## src/pba_pkg.sv

```systemverilog
// Shared types, register indexes and arithmetic helpers of the bandwidth adaptor.
package pba_pkg;

	localparam int BW_W = 20;
	localparam int DISC_W = 24;
	localparam int TAU_W = 24;
	localparam int IDX_W = 3;
	localparam int CFG_W = 20;

	localparam logic [IDX_W-1:0] REG_ENABLE = 3'd0;
	localparam logic [IDX_W-1:0] REG_ALPHA  = 3'd1;
	localparam logic [IDX_W-1:0] REG_TLBCA  = 3'd2;
	localparam logic [IDX_W-1:0] REG_SGAIN  = 3'd3;
	localparam logic [IDX_W-1:0] REG_DELTA  = 3'd4;
	localparam logic [IDX_W-1:0] REG_BWMIN  = 3'd5;
	localparam logic [IDX_W-1:0] REG_BWMAX  = 3'd6;
	localparam logic [IDX_W-1:0] REG_WARM   = 3'd7;

	localparam logic [16:0] Q16_ONE = 17'h10000;

	typedef struct packed {
		logic        enable;
		logic [16:0] alpha;
		logic [16:0] tl;
		logic [19:0] sgain;
		logic [19:0] delta;
		logic [19:0] bwmin;
		logic [19:0] bwmax;
		logic [15:0] warm;
	} cfg_t;

	typedef struct packed {
		logic                     dis;
		logic signed [DISC_W-1:0] disc;
		logic [BW_W-1:0]          bw;
		logic [TAU_W-1:0]         tau;
	} item_t;

	// Piecewise-linear sigmoid for a non-negative Q16 argument.
	function automatic logic [16:0] plan_pos(input logic [35:0] y);
		logic [35:0] r;
		begin
			if (y >= 36'd327680)
				r = 36'd65536;
			else if (y >= 36'd155648)
				r = (y >> 5) + 36'd55296;
			else if (y >= 36'd65536)
				r = (y >> 3) + 36'd40960;
			else
				r = (y >> 2) + 36'd32768;
			return r[16:0];
		end
	endfunction

	// Mirror the positive half for negative arguments.
	function automatic logic [16:0] plan_sig(input logic signed [35:0] x);
		logic [35:0] mag;
		begin
			mag = 36'(-x);
			if (x < 0)
				return Q16_ONE - plan_pos(mag);
			return plan_pos(36'(x));
		end
	endfunction

	// Clamp to [lo, hi]; crossed limits give lo.
	function automatic logic signed [23:0] clamp_bw(input logic signed [23:0] v,
		input logic [19:0] lo, input logic [19:0] hi);
		logic signed [23:0] r;
		begin
			r = v;
			if (r > $signed({4'b0, hi}))
				r = $signed({4'b0, hi});
			if (r < $signed({4'b0, lo}))
				r = $signed({4'b0, lo});
			return r;
		end
	endfunction

endpackage

```

## src/pba_front.sv

```systemverilog
// Front end: accepts items, tags disabled ones and queues them for the back end.
module pba_front (
	input  logic                 clk,
	input  logic                 arst_n,
	input  logic                 push,
	output logic                 full,
	input  logic                 enable,
	input  logic signed [23:0]   disc_hz,
	input  logic [19:0]          current_bw,
	input  logic [23:0]          tau_int,
	input  logic                 take,
	output logic                 avail,
	output pba_pkg::item_t       head
);

	pba_pkg::item_t mem_q [2];
	logic       wp_q, rp_q;
	logic [1:0] cnt_q;
	logic       do_push, do_take;

	assign full    = (cnt_q == 2'd2);
	assign avail   = (cnt_q != 2'd0);
	assign head    = mem_q[rp_q];
	assign do_push = push && !full;
	assign do_take = take && avail;

	always_ff @(posedge clk) begin
		if (do_push) begin
			mem_q[wp_q] <= '{dis: !enable, disc: disc_hz, bw: current_bw, tau: tau_int};
		end
	end

	always_ff @(posedge clk or negedge arst_n) begin
		if (!arst_n) begin
			wp_q  <= 1'b0;
			rp_q  <= 1'b0;
			cnt_q <= 2'd0;
		end else begin
			if (do_push)
				wp_q <= !wp_q;
			if (do_take)
				rp_q <= !rp_q;
			cnt_q <= cnt_q + 2'(do_push) - 2'(do_take);
		end
	end

endmodule

```

## config.mk

```make
export PLATFORM = sky130hd
export DESIGN_NAME = pba_front
export DESIGN_NICKNAME = d
export VERILOG_FILES = /design/src/pba_pkg.sv /design/src/pba_front.sv
export SDC_FILE = /design/constraint.sdc
export NUM_CORES = 1
export LEC_CHECK = 0
export BUFFER_PORTS_ARGS = -buffer_cell sky130_fd_sc_hd__buf_2
export CELL_PAD_IN_SITES_DETAIL_PLACEMENT = 1
export CELL_PAD_IN_SITES_GLOBAL_PLACEMENT = 2
export CORE_UTILIZATION = 35
export DETAILED_ROUTE_END_ITERATION = 10
export PLACE_DENSITY = 0.82
export SETUP_SLACK_MARGIN = 0.15
export SLEW_MARGIN = 15
export SYNTH_ARGS = -nofsm -noshare
export SYNTH_HDL_FRONTEND = slang
export SYNTH_SLANG_ARGS = --single-unit
export TNS_END_PERCENT = 20
```

## constraint.sdc

```tcl
create_clock -name clk -period 3.8 [get_ports clk]
set_input_delay 0.19 -clock clk [delete_from_list [all_inputs] [get_ports clk]]
set_output_delay 0.19 -clock clk [all_outputs]
set_load 0.05 [all_outputs]
```

==> results.txt <==
- Result of the run: finished, final reports clean
- After detailed routing, the average wire length per cell comes to 15.62 um.
- The worst setup path is launched from a register.
* Resized Gates After CTS: 0
- Met2 Resource Use GR: about a quarter
- Crit-path leading delay family: flip-flops
- Hold path start: enable
- In this design, the stage delay of the slowest critical-path cell is 710 ps.
- Entering global routing, the biggest net connects 70 pins.
- Data on the critical path arrives at its endpoint at 2180 ps.
- At the pin with the least slew margin, the transition time is just under 1000 ps.
* Startpoint of the worst register-to-register path: cnt_q[1]
- Std-Cell Rows: between 40 and 50
- Area of the core: approximately 15,000 um^2
- Setup repair after global routing left no endpoint under its margin.
* Non-filler cells in the finished layout: 683
- Synthesis handed over a netlist of between 200 and 250 instances.
* Overall power of the completed layout: between 6 and 7 mW
* Total routing resource utilization after global routing: between 10% and 20%
* Endpoint, Worst Hold: mem_q[1][68]
- The mapped netlist covers ~5500 um^2.
- No sink is reached through more buffers than the 2 on the longest clock path.
* Source-to-sink clock delay at the later pin of the worst-skew pair: 410 ps
* VDD IR-drop max: approximately 360 uV
* Fmax achieved: 421.4 MHz
- First-pass detailed-route iteration total: 4
- The repair_antennas step left the layout with diodes totalling 0.
- Of all nets on the critical path, the largest fanout is 25.
- STA classifies the critical path endpoint as an output port.
- Together, buffers and inverters on the worst path number 2.
- Routability-driven placement finished with a final weighted congestion of 0.6365.
* H-tree level count: 4
* Number of buffers created by CTS: 17
* Share of layout cells above drive strength 1: a little over half
- After global routing, the most crowded layer is met2.
- CTS sink count: 142
* Antenna violations before repair: 0
- Met1 demand-to-capacity share in global routing: approximately 15%
- Net Count, Synth: roughly 300
- Total number of yosys warnings: 0
- The worst path uses between 60% and 70% of the clock period.
- Summing all multi-input logic gate instances after layout gives between 1000 and 1500 um^2.
- Critical-path cell list: buf_4 -> mux2_4 -> buf_2
- Global routing used slightly below 5% of the available met3 tracks.
- Post-DR vias/cell: about 4.3
- For flop-to-flop paths, the worst setup slack is between 1500 and 2000 ps.
* Headroom to the max-slew limit: 34.36%
- Sequential elements use roughly 77% of the synthesized area.
* Area after detailed placement: approximately 6400 um^2
* Die outline width: 127.8 um
- The count of nets left with antenna violations once routing finished came out at 0.
* Total setup violations reported at the end of the flow: 0
* Hold Path Depth: 2
- Max-cap violations: 0
- The die covers approximately 16,000 um^2.
- After clock tree synthesis, the setup repair step added 0 buffers.
* Final standard cell area without fillers: ~7600 um^2
- CP Depth: 3
- HPWL reported at the end of detailed placement: between 6000 and 7000 um
- CTS tree: done
- End of the worst register-to-register path: mem_q[0][3]
- The smallest clock period supported by the final layout is computed as about 2400 ps.
* Unique cell type count in the Yosys netlist: 15
* Number of nets in the finished design: around 540
- Sum of negative setup slack: 0 ps
- Count of input and output buffers: around 140
* Wire length of the first global-routing pass: between 15,000 and 20,000 um
- Across the whole layout, storage elements account for approximately 4200 um^2.
* Critical path start-end classification: register to output port
- Cell count after placement: between 500 and 600
* Worst clock skew on the final layout: between 5 and 6 ps
- The via count of the first global-routing pass is 3,288.
* Power Dens Cells: ~860 nW/um^2
* FF-to-FF path depth: 4
- After synthesis, the mean cell area works out to 23.67 um^2.
- The max-slew violation count is 0.
* FF+latch count, synth: ~140
- Wires add up to 10,670 um.
- The routed layout has between 2k and 3k vias.
* Filler cell count in the final layout: 1,467
- Setup crit start: rp_q
- After global routing the overflow that remains totals 0.
- Layout overhead on the synthesized area: 37.89%
- From bottom edge to top edge, the die measures 127.8 um.
- At the worst endpoint, the required time is between 3000 and 4000 ps.
- between 100 and 150 I/O pins were placed.
- Clock-pin slew was measured on the worst setup and hold paths at 60 ps.
* Reported leakage power: between 3 and 4 nW
* Clk Tree Root Cell: sky130_fd_sc_hd__clkbuf_16
- Number of DRC markers in iteration 0: 98
* Drc violations: 0
* Hold WC Path Type: input pin to register
* Critical path's slowest cell: sky130_fd_sc_hd__dfrtp_4
* Number of hold-slack violations in the final timing report: 0
- Initial core utilization: a little over a third
-- final cells by class --
type | instances | area share (%)
sequential | 142 | 55.63
tap | 211 | 3.457
multi-input combinational | 81 | 14.98
clock buffer | 17 | 5.571
timing repair buffer | 215 | 18.88
clock inverter | 14 | 1.344
inverter | 3 | 0.1475
-- flip-flops by register name (all words and copies together), names as in the netlist --
register	cells
mem_q	138
cnt_q	2
rp_q	1
wp_q	1
-- power by group --
group          leakage [nW]  switching, mW  internal, mW
sequential             1.33          0.162          2.15
combinational          1.50           1.85         0.920
clock                 0.258          0.598         0.882
-- cells by family (layout without fill, tap and decap cells) --
logic type	count (synthesis)	after routing	synth area share [%]
flip-flops	142	142	76.64
multiplexers	69	69	18.71
buffers and inverters	11	249	2.937
AND/OR/NAND/NOR	6	6	0.6327
XOR/XNOR	4	4	0.6327
adder cells (fa/ha/maj)	2	2	0.4518
-- metal layers --
layer  wire, um  vias up  part of all wire (%)
met1       4356     1434                    41
met3        437        8                   4.1
li1           -     1376                     -
met2       5750       85                    54
met5          0        -                     0
met4        125        0                   1.2
-- per-stage QoR --
step           hold slack [ps]  worst slack (ps)  util, %
2_1_floorplan           -105.6             988.1        -
3_3_place_gp             3.591              1796    41.90
3_5_place_dp             10.79              1797    41.90
4_1_cts                  36.18              1355    49.86
5_1_grt                  60.00              1292    49.86
6_report                 54.33              1427    49.86
-- cell usage in the layout (no fill, tap or decap), drive strengths merged --
master,synthesis,final
inv,3,4
and3,1,1
clkinv,0,10
ha,2,2
and2,1,1
mux2,69,69
clkinvlp,0,2
nand2,1,1
bufinv,0,1
dfrtp,4,4
xnor2,3,3
or2,1,1
dlygate4sd3,0,69
clkbuf,0,17
buf,8,146
xor2,1,1
edfxtp,138,138
nand2b,1,1
nor2,1,1
-- Yosys cell counts --
cell type	number	area, um^2
sky130_fd_sc_hd__edfxtp_1	138	4144
sky130_fd_sc_hd__mux2_4	69	1036
sky130_fd_sc_hd__buf_12	7	140.1
sky130_fd_sc_hd__dfrtp_1	4	100.1
sky130_fd_sc_hd__inv_1	3	11.26
sky130_fd_sc_hd__xnor2_1	3	26.28
sky130_fd_sc_hd__ha_1	2	25.02
sky130_fd_sc_hd__and2_4	1	8.760
sky130_fd_sc_hd__and3_1	1	6.260
sky130_fd_sc_hd__buf_6	1	11.26
sky130_fd_sc_hd__nand2_1	1	3.750
sky130_fd_sc_hd__nand2b_1	1	6.260
sky130_fd_sc_hd__nor2_1	1	3.750
sky130_fd_sc_hd__or2_1	1	6.260
sky130_fd_sc_hd__xor2_1	1	8.760
-- worst max-delay path by stage --
stage	endpoint	slack (ps)
6_report	head[50]	1430
5_1_grt	head[49]	1290
4_1_cts	head[58]	1350
3_5_place_dp	head[58]	1800
3_3_place_gp	head[51]	1800
2_1_floorplan	mem_q[0][0]	990
-- repair_timing --
| item | in CTS | in global routing |
|---|---|---|
| hold buffers | 69 | 0 |
| endpoints found under the setup margin | 0 | 0 |
| hold endpoints to repair | 140 | 0 |
Power figures use the tool's default switching activity.
